===== src/rtl/core/brf_pkg.sv =====
`default_nettype none

package brf_pkg;

  localparam int unsigned DEPTH_DEFAULT = 256;
  localparam int unsigned CMD_W         = 3;
  localparam int unsigned DATA_W        = 8;
  localparam int unsigned OFF_W         = 8;
  localparam int unsigned CNT_W         = 8;
  localparam int unsigned OVF_W         = 32;
  localparam int unsigned SIZE_W        = 9;

  localparam logic [SIZE_W-1:0] SIZE_RESET = SIZE_W'(256);
  localparam logic [SIZE_W-1:0] SIZE_MIN   = SIZE_W'(2);

  typedef enum logic [CMD_W-1:0] {
    CMD_WRITE   = 3'd0,
    CMD_READ    = 3'd1,
    CMD_DISCARD = 3'd2,
    CMD_PEEK    = 3'd3,
    CMD_CLEAR   = 3'd4,
    CMD_STATUS  = 3'd5
  } cmd_e;

  typedef struct packed {
    logic exec;
    logic fetch;
  } brf_ctrl_t;

  typedef struct packed {
    logic needs_mem;
  } brf_stat_t;

endpackage

`default_nettype wire


===== src/rtl/core/brf_if.sv =====
`default_nettype none

interface brf_in_if;
  import brf_pkg::*;

  logic              valid;
  logic              ready;
  logic [CMD_W-1:0]  command;
  logic [DATA_W-1:0] data_in;
  logic [OFF_W-1:0]  peek_offset;

  modport source (output valid, command, data_in, peek_offset, input ready);
  modport sink   (input valid, command, data_in, peek_offset, output ready);
endinterface

interface brf_out_if;
  import brf_pkg::*;

  logic              valid;
  logic              ready;
  logic [DATA_W-1:0] data_out;
  logic              ok;
  logic [CNT_W-1:0]  data_count;
  logic [CNT_W-1:0]  space_count;
  logic [OVF_W-1:0]  overflow_count;

  modport source (output valid, data_out, ok, data_count, space_count, overflow_count,
                  input ready);
  modport sink   (input valid, data_out, ok, data_count, space_count, overflow_count,
                  output ready);
endinterface

`default_nettype wire


===== src/rtl/core/byte_ring_fifo_with_peek.sv =====
// Byte ring FIFO with peek.
// in_i carries one command word (write, read, discard, peek, clear, status)
// with its data byte and peek offset; out_o returns exactly one result word
// per command: data byte, ok flag, data count, space count, overflow count.
// cfg_we_i/cfg_wdata_i set the ring length (capacity is one less) and empty
// the ring; write it only while no command is in flight.
// A read or a successful peek shows its result after the registered RAM read
// and the ST_FETCH state; every other command shows it in the cycle after
// the accept edge. One command is in flight at a time: a new command is
// not accepted until out_o has taken the result of the last one.
// While the result word waits for out_o.ready, in_i.ready stays low and the
// result is held stable.
// Reset: empty ring, overflow count zero, ring length 256, clamped to DEPTH.
// Storage has no reset and no clearing pass; only written slots are read.
`default_nettype none

module byte_ring_fifo_with_peek #(
  parameter int unsigned DEPTH = brf_pkg::DEPTH_DEFAULT
) (
  input  wire logic                       clk_i,
  input  wire logic                       rst_ni,
  input  wire logic                       cfg_we_i,
  input  wire logic [brf_pkg::SIZE_W-1:0] cfg_wdata_i,
  brf_in_if.sink                          in_i,
  brf_out_if.source                       out_o
);
  import brf_pkg::*;

  brf_ctrl_t ctrl;
  brf_stat_t stat;

  brf_ctrl u_ctrl (
    .clk_i       (clk_i),
    .rst_ni      (rst_ni),
    .in_valid_i  (in_i.valid),
    .in_ready_o  (in_i.ready),
    .out_valid_o (out_o.valid),
    .out_ready_i (out_o.ready),
    .stat_i      (stat),
    .ctrl_o      (ctrl)
  );

  brf_datapath #(
    .DEPTH (DEPTH)
  ) u_datapath (
    .clk_i            (clk_i),
    .rst_ni           (rst_ni),
    .cfg_we_i         (cfg_we_i),
    .cfg_wdata_i      (cfg_wdata_i),
    .command_i        (in_i.command),
    .data_in_i        (in_i.data_in),
    .peek_offset_i    (in_i.peek_offset),
    .ctrl_i           (ctrl),
    .stat_o           (stat),
    .data_out_o       (out_o.data_out),
    .ok_o             (out_o.ok),
    .data_count_o     (out_o.data_count),
    .space_count_o    (out_o.space_count),
    .overflow_count_o (out_o.overflow_count)
  );

endmodule

`default_nettype wire


===== src/rtl/core/brf_ram.sv =====
`default_nettype none

module brf_ram #(
  parameter int unsigned WIDTH = 8,
  parameter int unsigned DEPTH = 256
) (
  input  wire logic                     clk_i,
  input  wire logic                     we_i,
  input  wire logic [$clog2(DEPTH)-1:0] waddr_i,
  input  wire logic [WIDTH-1:0]         wdata_i,
  input  wire logic [$clog2(DEPTH)-1:0] raddr_i,
  output      logic [WIDTH-1:0]         rdata_o
);

  logic [WIDTH-1:0] mem_q [DEPTH];

  always_ff @(posedge clk_i) begin
    if (we_i) begin
      mem_q[waddr_i] <= wdata_i;
    end
    rdata_o <= mem_q[raddr_i];
  end

endmodule

`default_nettype wire


===== src/rtl/core/brf_datapath.sv =====
`default_nettype none

module brf_datapath #(
  parameter int unsigned DEPTH = brf_pkg::DEPTH_DEFAULT
) (
  input  wire logic                        clk_i,
  input  wire logic                        rst_ni,
  input  wire logic                        cfg_we_i,
  input  wire logic [brf_pkg::SIZE_W-1:0]  cfg_wdata_i,
  input  wire logic [brf_pkg::CMD_W-1:0]   command_i,
  input  wire logic [brf_pkg::DATA_W-1:0]  data_in_i,
  input  wire logic [brf_pkg::OFF_W-1:0]   peek_offset_i,
  input  wire brf_pkg::brf_ctrl_t          ctrl_i,
  output      brf_pkg::brf_stat_t          stat_o,
  output      logic [brf_pkg::DATA_W-1:0]  data_out_o,
  output      logic                        ok_o,
  output      logic [brf_pkg::CNT_W-1:0]   data_count_o,
  output      logic [brf_pkg::CNT_W-1:0]   space_count_o,
  output      logic [brf_pkg::OVF_W-1:0]   overflow_count_o
);
  import brf_pkg::*;

  localparam int unsigned PTR_W = $clog2(DEPTH);
  localparam int unsigned LEN_W = $clog2(DEPTH + 1);
  localparam int unsigned AW    = ((LEN_W > SIZE_W) ? LEN_W : SIZE_W) + 1;

  logic [SIZE_W-1:0] size_q;
  logic [PTR_W-1:0]  rd_q, rd_d;
  logic [PTR_W-1:0]  wr_q, wr_d;
  logic [OVF_W-1:0]  drop_q, drop_d;

  logic [AW-1:0]     size_a, len, rd_a, wr_a, rd_n, wr_n;
  logic [AW-1:0]     count, count_after, space_after;
  logic [AW-1:0]     wr_inc, rd_inc, peek_p;
  logic              full;
  logic              ok_n;
  logic              ram_we;
  logic [PTR_W-1:0]  raddr;
  logic [DATA_W-1:0] ram_rdata;

  always_comb begin
    size_a = AW'(size_q);
    priority if (size_a < AW'(SIZE_MIN)) begin
      len = AW'(SIZE_MIN);
    end else if (size_a > AW'(DEPTH)) begin
      len = AW'(DEPTH);
    end else begin
      len = size_a;
    end
  end

  always_comb begin
    rd_a   = AW'(rd_q);
    wr_a   = AW'(wr_q);
    count  = (rd_a <= wr_a) ? (wr_a - rd_a) : (wr_a + len - rd_a);
    full   = (count + AW'(1)) >= len;
    wr_inc = wr_a + AW'(1);
    rd_inc = rd_a + AW'(1);
    peek_p = rd_a + AW'(peek_offset_i);
    if (peek_p >= len) begin
      peek_p = peek_p - len;
    end
  end

  always_comb begin
    rd_d             = rd_q;
    wr_d             = wr_q;
    drop_d           = drop_q;
    ram_we           = 1'b0;
    raddr            = rd_q;
    ok_n             = 1'b0;
    stat_o.needs_mem = 1'b0;
    if (cfg_we_i) begin
      rd_d = '0;
      wr_d = '0;
    end else if (ctrl_i.exec) begin
      unique case (cmd_e'(command_i))
        CMD_WRITE: begin
          if (full) begin
            drop_d = drop_q + OVF_W'(1);
          end else begin
            ram_we = 1'b1;
            wr_d   = (wr_inc >= len) ? '0 : PTR_W'(wr_inc);
            ok_n   = 1'b1;
          end
        end
        CMD_READ, CMD_DISCARD: begin
          if (count != '0) begin
            rd_d             = (rd_inc >= len) ? '0 : PTR_W'(rd_inc);
            ok_n             = 1'b1;
            stat_o.needs_mem = (cmd_e'(command_i) == CMD_READ);
          end
        end
        CMD_PEEK: begin
          if (AW'(peek_offset_i) < count) begin
            raddr            = PTR_W'(peek_p);
            ok_n             = 1'b1;
            stat_o.needs_mem = 1'b1;
          end
        end
        CMD_CLEAR: begin
          rd_d   = '0;
          wr_d   = '0;
          drop_d = '0;
        end
        default: begin
        end
      endcase
    end
  end

  always_comb begin
    rd_n        = AW'(rd_d);
    wr_n        = AW'(wr_d);
    count_after = (rd_n <= wr_n) ? (wr_n - rd_n) : (wr_n + len - rd_n);
    space_after = len - count_after - AW'(1);
  end

  always_ff @(posedge clk_i or negedge rst_ni) begin
    if (!rst_ni) begin
      size_q <= SIZE_RESET;
      rd_q   <= '0;
      wr_q   <= '0;
      drop_q <= '0;
    end else begin
      if (cfg_we_i) begin
        size_q <= cfg_wdata_i;
      end
      rd_q   <= rd_d;
      wr_q   <= wr_d;
      drop_q <= drop_d;
    end
  end

  always_ff @(posedge clk_i) begin
    if (ctrl_i.exec) begin
      data_out_o       <= '0;
      ok_o             <= ok_n;
      data_count_o     <= count_after[CNT_W-1:0];
      space_count_o    <= space_after[CNT_W-1:0];
      overflow_count_o <= drop_d;
    end else if (ctrl_i.fetch) begin
      data_out_o <= ram_rdata;
    end
  end

  brf_ram #(
    .WIDTH (DATA_W),
    .DEPTH (DEPTH)
  ) u_ram (
    .clk_i   (clk_i),
    .we_i    (ram_we),
    .waddr_i (wr_q),
    .wdata_i (data_in_i),
    .raddr_i (raddr),
    .rdata_o (ram_rdata)
  );

endmodule

`default_nettype wire


===== src/rtl/core/brf_ctrl.sv =====
`default_nettype none

module brf_ctrl (
  input  wire logic               clk_i,
  input  wire logic               rst_ni,
  input  wire logic               in_valid_i,
  output      logic               in_ready_o,
  output      logic               out_valid_o,
  input  wire logic               out_ready_i,
  input  wire brf_pkg::brf_stat_t stat_i,
  output      brf_pkg::brf_ctrl_t ctrl_o
);
  import brf_pkg::*;

  typedef enum logic [1:0] {
    ST_IDLE,
    ST_FETCH,
    ST_SEND
  } state_e;

  state_e state_q;
  logic   in_ready_q;
  logic   out_valid_q;

  assign in_ready_o   = in_ready_q;
  assign out_valid_o  = out_valid_q;
  assign ctrl_o.exec  = in_valid_i && in_ready_q;
  assign ctrl_o.fetch = (state_q == ST_FETCH);

  always_ff @(posedge clk_i or negedge rst_ni) begin
    if (!rst_ni) begin
      state_q     <= ST_IDLE;
      in_ready_q  <= 1'b1;
      out_valid_q <= 1'b0;
    end else begin
      unique case (state_q)
        ST_IDLE: begin
          if (in_valid_i) begin
            in_ready_q <= 1'b0;
            if (stat_i.needs_mem) begin
              state_q <= ST_FETCH;
            end else begin
              state_q     <= ST_SEND;
              out_valid_q <= 1'b1;
            end
          end
        end
        ST_FETCH: begin
          state_q     <= ST_SEND;
          out_valid_q <= 1'b1;
        end
        ST_SEND: begin
          if (out_ready_i) begin
            state_q     <= ST_IDLE;
            out_valid_q <= 1'b0;
            in_ready_q  <= 1'b1;
          end
        end
        default: begin
          state_q     <= ST_IDLE;
          out_valid_q <= 1'b0;
          in_ready_q  <= 1'b1;
        end
      endcase
    end
  end

endmodule

`default_nettype wire


===== src/flat_wrapper.sv =====
// flat-port wrapper written by rule: the top's interface ports become plain ports
module byte_ring_fifo_with_peek_flat import brf_pkg::*;
#(
  parameter int unsigned DEPTH = brf_pkg::DEPTH_DEFAULT
)
  (clk_i, rst_ni, cfg_we_i, cfg_wdata_i, in_i_valid, in_i_command, in_i_data_in, in_i_peek_offset, in_i_ready, out_o_valid, out_o_data_out, out_o_ok, out_o_data_count, out_o_space_count, out_o_overflow_count, out_o_ready);
  brf_in_if in_i_i ();
  brf_out_if out_o_i ();
  input  wire logic clk_i;
  input  wire logic rst_ni;
  input  wire logic cfg_we_i;
  input  wire logic [brf_pkg::SIZE_W-1:0] cfg_wdata_i;
  input wire logic [$bits(in_i_i.valid)-1:0] in_i_valid;
  input wire logic [$bits(in_i_i.command)-1:0] in_i_command;
  input wire logic [$bits(in_i_i.data_in)-1:0] in_i_data_in;
  input wire logic [$bits(in_i_i.peek_offset)-1:0] in_i_peek_offset;
  output wire logic [$bits(in_i_i.ready)-1:0] in_i_ready;
  output wire logic [$bits(out_o_i.valid)-1:0] out_o_valid;
  output wire logic [$bits(out_o_i.data_out)-1:0] out_o_data_out;
  output wire logic [$bits(out_o_i.ok)-1:0] out_o_ok;
  output wire logic [$bits(out_o_i.data_count)-1:0] out_o_data_count;
  output wire logic [$bits(out_o_i.space_count)-1:0] out_o_space_count;
  output wire logic [$bits(out_o_i.overflow_count)-1:0] out_o_overflow_count;
  input wire logic [$bits(out_o_i.ready)-1:0] out_o_ready;
  assign in_i_i.valid = in_i_valid;
  assign in_i_i.command = in_i_command;
  assign in_i_i.data_in = in_i_data_in;
  assign in_i_i.peek_offset = in_i_peek_offset;
  assign in_i_ready = in_i_i.ready;
  assign out_o_valid = out_o_i.valid;
  assign out_o_data_out = out_o_i.data_out;
  assign out_o_ok = out_o_i.ok;
  assign out_o_data_count = out_o_i.data_count;
  assign out_o_space_count = out_o_i.space_count;
  assign out_o_overflow_count = out_o_i.overflow_count;
  assign out_o_i.ready = out_o_ready;
  byte_ring_fifo_with_peek #(.DEPTH(DEPTH)) u_core (.clk_i(clk_i), .rst_ni(rst_ni), .cfg_we_i(cfg_we_i), .cfg_wdata_i(cfg_wdata_i), .in_i(in_i_i), .out_o(out_o_i));
endmodule

===== config.mk =====
export PLATFORM = sky130hd
export DESIGN_NAME = byte_ring_fifo_with_peek_flat
export DESIGN_NICKNAME = d
export VERILOG_FILES = /design/src/rtl/core/brf_pkg.sv /design/src/rtl/core/brf_if.sv /design/src/rtl/core/byte_ring_fifo_with_peek.sv /design/src/rtl/core/brf_ram.sv /design/src/rtl/core/brf_datapath.sv /design/src/rtl/core/brf_ctrl.sv /design/src/flat_wrapper.sv
export SDC_FILE = /design/constraint.sdc
export NUM_CORES = 2
export LEC_CHECK = 0
export ABC_AREA = 1
export BUFFER_PORTS_ARGS = -buffer_cell sky130_fd_sc_hd__clkbuf_2
export CAP_MARGIN = 0
export CORE_UTILIZATION = 40
export DETAILED_ROUTE_END_ITERATION = 8
export GPL_ROUTABILITY_DRIVEN = 0
export PLACE_DENSITY = 0.58
export SLEW_MARGIN = 15
export SYNTH_ARGS = -nofsm -noshare
export SYNTH_HDL_FRONTEND = slang
export SYNTH_HIERARCHICAL = 1
export SYNTH_SLANG_ARGS = --single-unit

===== constraint.sdc =====
create_clock -name clk_i -period 10.9 [get_ports clk_i]
set_clock_uncertainty 0.15 [all_clocks]
set_input_delay 3.27 -clock clk_i [delete_from_list [all_inputs] [get_ports clk_i]]
set_output_delay 3.27 -clock clk_i [all_outputs]
set_load 0.03 [all_outputs]

; Word-level counts from Yosys, hierarchy flattened
; Memory sizes are Yosys's and may differ from the RTL's. A register that Yosys moved wholly into a read port is not among the register bits.
; Cells that the tools add are included.
[totals]
ff_bits = 118
ram_bits = 2048
in_bits = 33
output_inout_bits = 59
elab_cells = 101
n_memories = 1
[op_classes]
n_addsub = 14
magnitude_cmp = 9
n_eq_ne = 9
n_mux = 47
bitwise_logic = 1
reduce_logical = 8
[memory_table]
columns = name, words, word_bits, rd, rd_ports_with_merged_regs, wr, line_no
row1 = u_core.u_datapath.u_ram.mem_q, 256, 8, 1, 1, 1, brf_ram.sv:15  ; logic [WIDTH-1:0] mem_q [DEPTH];
[ops]
columns = cell, count
row1 = two-way mux 8 bit, 14
row2 = two-way mux 32 bit, 3
row3 = case mux 32 bit (2 select lines), 1
row4 = "adder 32 x 1 -> 32 bit, second input constant", 1
row5 = case mux 8 bit (2 select lines), 2
row6 = subtractor 8 bit, 4
row7 = greater-or-equal comparator 9 bit, 3
row8 = "adder 8 x 1 -> 9 bit, second input constant", 2
row9 = two-way mux 9 bit, 2
row10 = less-or-equal comparator 8 bit, 2
row11 = two-way mux 1 bit, 16
row12 = "adder 10 x 1 -> 10 bit, second input constant", 1
row13 = adder 8 x 9 -> 10 bit, 1
row14 = greater-or-equal comparator 10 x 9 -> 1 bit, 1
row15 = < comparator 8 x 10 -> 1 bit, 1
row16 = two-way mux 10 bit, 1
row17 = nonzero test 10 bit, 1
row18 = subtractor 10 x 8 -> 10 bit, 1
row19 = adder 8 x 8 -> 9 bit, 1
row20 = "greater-than comparator 9 bit, second input constant", 1
row21 = "< comparator 9 x 2 -> 1 bit, second input constant", 1
row22 = case mux 1 bit (3 select lines), 3
row23 = subtractor 8 x 8 -> 9 bit, 1
row24 = adder 8 bit, 1
row25 = 17 further kinds, 23

; Logic depth before layout (Yosys ltp)
[logic_depth]
word_depth = 17
depth_mapped = 55
depth_no_buf = 54

; By module
; Netlist, hierarchy kept.
[modules_own_cells]
columns = module, n_inst, cells_each, area_each_um2, seq_area_each_um2
row1 = brf_ram, 1, 7003, 83396.2, 61659.1
row2 = brf_datapath, 1, 1328, 9815.7, 3059.2
row3 = brf_ctrl, 1, 26, 200.2, 101.3

; Least setup slack after synthesis
; Ideal clock, no wire load.
[synth_path]
kind = input to register
startpoint = input port in_i_valid
endpoint = register u_core/u_datapath/space_count_o[7] in the netlist's numbering, data pin
setup_time_ns = 0.260
arrival_time_ns = 8.350
t_required_ns = 10.490
slack_ns = 2.140
stages = 29
path_buffers = 1
cell_sequence = nand2_1 > inv_1 > inv_1 > nor2_1 > clkinv_1 > nor2_1 > inv_1 > o21ai_1 > nand2_1 > ha_1 > fa_1 > o21ai_0 > nand2_1 > nand3_1 > clkbuf_1 > nand2_1 > nand2_1 > inv_1 > ha_1 > a21oi_1 > nand2_1 > a21o_1 > a21oi_1 > nor2_1 > nor2_1 > nor2_1 > nor2_1 > xnor2_1 > xnor2_1
[synth_rtl]
columns = item, line_no
row1 = start: declaration, flat_wrapper.sv:13  ; input wire logic [$bits(in_i_i.valid)-1:0] in_i_valid;
row2 = end signal: assignment, brf_datapath.sv:140  ; space_count_o <= space_after[CNT_W-1:0];
row3 = end: declaration, brf_datapath.sv:18  ; output logic [brf_pkg::CNT_W-1:0] space_count_o,

; Worst setup path in the final report
[layout_path]
startpoint = input port in_i_peek_offset[0]
endpoint = register u_core.u_datapath.u_ram.rdata_o[1], read port of u_core.u_datapath.u_ram.mem_q
[layout_between]
elab_chain_cells = 7
elab_cells_between_ends = 9
cone_classes = add/sub: 2 / order compare: 2 / mux: 5
[layout_rtl]
columns = item, line_no
row1 = start: declaration, flat_wrapper.sv:16  ; input wire logic [$bits(in_i_i.peek_offset)-1:0] in_i_peek_offset;
row2 = adder 8 x 8 -> 9 bit, brf_datapath.sv:59  ; peek_p = rd_a + AW'(peek_offset_i);
row3 = subtractor 8 bit or greater-or-equal comparator 9 bit (tied branches), "brf_datapath.sv:61, brf_datapath.sv:60"
row4 = two-way mux 8 bit, brf_datapath.sv:60  ; if (peek_p >= len) begin
row5 = two-way mux 8 bit (*), brf_datapath.sv:95  ; if (AW'(peek_offset_i) < count) begin
row6 = two-way mux 8 bit (*), brf_datapath.sv:77  ; unique case (cmd_e'(command_i))
row7 = two-way mux 8 bit (*), brf_datapath.sv:76  ; end else if (ctrl_i.exec) begin
row8 = two-way mux 8 bit (*), brf_datapath.sv:73  ; if (cfg_we_i) begin
row9 = via u_core.u_datapath.raddr[0], brf_datapath.sv:38  ; logic [PTR_W-1:0] raddr;
row10 = end: declaration, brf_ram.sv:12  ; output logic [WIDTH-1:0] rdata_o
; Mark *: on every way through the listed nets, which the timed path passes. The rest lies on a longest branch.
; A chain may end at the register's enable or synchronous reset.

==> results.tsv <==
stage	metric	value	unit
grt	met2 track demand over resource	0.358	
routing	drt first pass iters	8	
setup_path	Worst setup EP type	register	
yosys	Mapped Area	0.0934	mm^2
floorplanning	die height	485	um
min_path	worst hold stages	2	
grt	first-pass GRT wire length	399000	um
sta	Final Setup Violations	0	
power	Power Density	313	mW/mm^2
min_path	Hold EP	u_core/u_ctrl/in_ready_o$_DFFE_PN1P_	
routing	Avg Vias per Cell	5.53	
cts	Worst-path clk slew	60	ps
setup_path	required time worst endpoint	11520	ps
placement	DP Cell Count	11100	
setup_path	Arr. time, crit path	10200	ps
floorplanning	Site Rows	177	
sta	Max Fclk	0.104	GHz
sta	RSZ-0062 raised after global routing	false	
cts	hold_buf cts	0	
setup_path	Worst Path Buf+Inv	5	
routing	antenna viol nets, final	0	
cts	clk_lat worst skew	890	ps
power	Peak VDD IR	0.848	mV
grt	initial antenna violation count	4	
layout	Post-Route Utilization	0.446	
setup_path	r2r setup slk	1320	ps
min_path	Min-Delay Path Class	reg2reg	
setup_path	Worst path top cell family by delay	compound AO/OA/AOI/OAI gates	
setup_path	RR Startpoint	u_core/u_datapath/size_q[8]$_DFFE_PN1P_	
cts	Inserted Clock Buffers	223	
job	MaxCap Viol Count	0	
routing	final wirelength	267000	um
yosys	Cells after Synth	8357	
layout	layout cells sized above 1	0.0666	
floorplanning	I/O pins	92	
routing	drt wl/cell	23.2	um
cts	CTS Buffer Depth	3	
setup_path	R2R cell count	48	
cts	Post-CTS Setup Bufs	0	
yosys	post-synth cell types	55	
sta	Final Critical Period	9580	ps
setup_path	Setup CP Type	in2reg	
setup_path	worst reg2reg endpoint	u_core/u_datapath/space_count_o[7]$_DFFE_PP_	
yosys	EDFF count, synth	2097	
cts	# clock sinks	2174	
yosys	Yosys top cell area share	0.674	
sta	worst rel slew slack	0.196	
placement	Port Buffers	91	
yosys	Yosys top cell by area	edfxtp_1	
layout	Area Growth Syn to Fin	10.8	%
routing	Via Count	63700	
yosys	syn avg cell area	11.2	um^2
placement	Post-DP Area	0.0965	mm^2
grt	GR peak layer	met2	
grt	met1 Use GR	0.308	
yosys	FFs w/ async S/R, synth	0.0281	
yosys	Primary FF master, synth	edfxtp_1	
power	Leakage	36.8	nW
layout	cell area after layout	0.104	mm^2
floorplanning	core region area	0.232	mm^2
routing	initial detailed-routing violation count	6762	
floorplanning	Initial Utilization	0.402	
cts	root buffer cell	clkbuf_16	
yosys	syn_nets	8506	
sta	final period utilization	0.879	
min_path	hold path start	u_core/u_ctrl/in_ready_o$_DFFE_PN1P_	
floorplanning	DIE WIDTH	485	um
sta	pins over their slew limit	0	
grt	vias in the first global route	60900	
yosys	synthesis warning total	6	
outcome	status	finished, final reports clean	
setup_path	largest stage delay on the critical path	810	ps
cts	CTS tree	built	
cts	H-tree depth	4	
sta	post-route setup TNS	0	ps
layout	Final nets	8427	
sta	Final Hold Vio Count	0	
cts	count of cells resized by post-cts repair	0	
routing	DRC Markers	0	
power	Tot Pwr	0.0324	W
grt	met3 global-route usage	0.0373	
grt	GR Overflow Total	0	
placement	post-DP HPWL	153000	um
setup_path	Worst Path Max Fanout	233	
setup_path	crit path launch type	primary input	
floorplanning	Die Footprint	0.235	mm^2
sta	Worst Max-Slew Pin Slew	1200	ps
grt	largest net degree at the start of global routing	234	
yosys	dominant cells by area after synthesis	edfxtp_1 67%, nand3_1 11%, nand2_1 9.8%	
layout	non-filler cells, final	11500	
yosys	sequential-to-total area share from yosys stat	0.694	
grt	All-Layer GR Usage	0.224	
setup_path	CP most frequent cell	nand3_1	
yosys	Synth Register Bits	2174	
setup_path	slowest CP cell	o311ai_2	
stage by stage:
| step | hold WS [ps] | setup slack, ps |
|---|---|---|
| 2_1_floorplan | 281 | 2140 |
| 3_3_place_gp | 308 | 823 |
| 3_5_place_dp | 323 | 640 |
| 4_1_cts | 332 | 1350 |
| 5_1_grt | 361 | 460 |
| 6_report | 337 | 1320 |
flip-flops by register name, indices dropped and copies added (netlist names):
register                            count
u_core/u_ctrl/in_ready_o                1
u_core/u_ctrl/out_valid_o               1
u_core/u_ctrl/state_q                   2
u_core/u_datapath/data_count_o          8
u_core/u_datapath/data_out_o            8
u_core/u_datapath/drop_q               32
u_core/u_datapath/ok_o                  1
u_core/u_datapath/overflow_count_o     32
u_core/u_datapath/rd_q                  8
u_core/u_datapath/size_q                9
u_core/u_datapath/space_count_o         8
u_core/u_datapath/u_ram/mem_q        2048
u_core/u_datapath/u_ram/rdata_o         8
u_core/u_datapath/wr_q                  8
how the worst max path moves through the flow:
| stage | from | to | slack [ps] | cells past startpoint |
|---|---|---|---|---|
| detailed placement | in_i_peek_offset[0] | u_core/u_datapath/u_ram/rdata_o[4]$_DFF_P_ | 640 | 28 |
| CTS | u_core/u_datapath/size_q[8]$_DFFE_PN1P_ | u_core/u_datapath/space_count_o[7]$_DFFE_PP_ | 1350 | 48 |
| floorplan | in_i_valid | u_core/u_datapath/space_count_o[7]$_DFFE_PP_ | 2140 | 29 |
| global placement | in_i_peek_offset[0] | u_core/u_datapath/u_ram/rdata_o[4]$_DFF_P_ | 820 | 28 |
| global route | u_core/u_datapath/size_q[8]$_DFFE_PN1P_ | u_core/u_datapath/space_count_o[7]$_DFFE_PP_ | 460 | 48 |
| finish | in_i_peek_offset[0] | u_core/u_datapath/u_ram/rdata_o[1]$_DFF_P_ | 1320 | 28 |
worst register-to-register path: cells and delay by family (launching register included):
family | cells | cell delay, ps
AO/OA/AOI/OAI | 13 | 2740
AND/OR/NAND/NOR | 19 | 2370
adder cells (fa/ha/maj) | 5 | 1770
buffers and inverters | 7 | 1200
flip-flops | 1 | 560
XOR/XNOR | 4 | 560
power breakdown:
part | switching, W | internal (W) | leakage (nW)
combinational | 0.0112 | 0.00435 | 13.6
sequential | 0.000161 | 0.00942 | 19.8
clock | 0.00322 | 0.00414 | 3.40
total | 0.0145 | 0.0179 | 36.8
cell usage after synthesis (all sizes together), types with 13 or more instances:
| cell type | n |
|---|---|
| nand2 | 2467 |
| nand3 | 2118 |
| edfxtp | 2097 |
| buf | 382 |
| nor2 | 375 |
| inv | 294 |
| clkbuf | 123 |
| ha | 96 |
| o21ai | 91 |
| a21oi | 70 |
| dfrtp | 59 |
| nand4 | 38 |
| xor2 | 36 |
| nor3 | 22 |
| fa | 20 |
| dfxtp | 16 |
| xnor2 | 13 |
cell type report:
type                       instances  area, um^2
multi-input combinational       5383       25000
sequential                      2174       64800
clock buffer                     295        5950
inverter                         295        1140
timing repair buffer             201        1760
clock inverter                   115        1040
antenna                            2        5.00
fill                           21300      129000
tap                             3043        3810
logic make-up (layout without fill, tap and decap cells):
logic type / count (synthesis) / in the layout / synth area share
flip-flops: 2174 / 2174 / 0.694
AO/OA/AOI/OAI: 182 / 182 / 0.0106
XOR/XNOR: 49 / 49 / 0.00459
other: 0 / 2 / 0
AND/OR/NAND/NOR: 5034 / 5034 / 0.234
buffers and inverters: 800 / 906 / 0.0394
multiplexers: 2 / 2 / 0.000214
adder cells (fa/ha/maj): 116 / 116 / 0.0171
per-layer routing:
layer / part of all wire / vias to the layer above
met5: 0.00015 / -
met4: 0.035 / 4
met3: 0.078 / 447
met2: 0.47 / 2630
met1: 0.42 / 31500
li1: - / 29100
cells in the final DEF, fill, tap and decap left out, drive strengths merged, types with 2 or more instances in the layout:
master | netlist | final
nand3 | 2118 | 2118
a21o | 2 | 2
diode | 0 | 2
nor3b | 2 | 2
edfxtp | 2097 | 2097
clkinv | 1 | 93
dfrtp | 59 | 59
o211ai | 4 | 4
o21ai | 91 | 91
inv | 294 | 301
mux2i | 2 | 2
nand2 | 2467 | 2467
xor2 | 36 | 36
bufinv | 0 | 13
clkinvlp | 0 | 3
o311ai | 2 | 2
nor4 | 6 | 6
dfxtp | 16 | 16
ha | 96 | 96
o21a | 3 | 3
nor3 | 22 | 22
buf | 382 | 119
fa | 20 | 20
nor2 | 375 | 375
or2 | 3 | 3
o21bai | 4 | 4
nand4 | 38 | 38
xnor2 | 13 | 13
dfstp | 2 | 2
clkbuf | 123 | 377
nand3b | 2 | 2
a21oi | 70 | 70
Power figures use the tool's default switching activity.
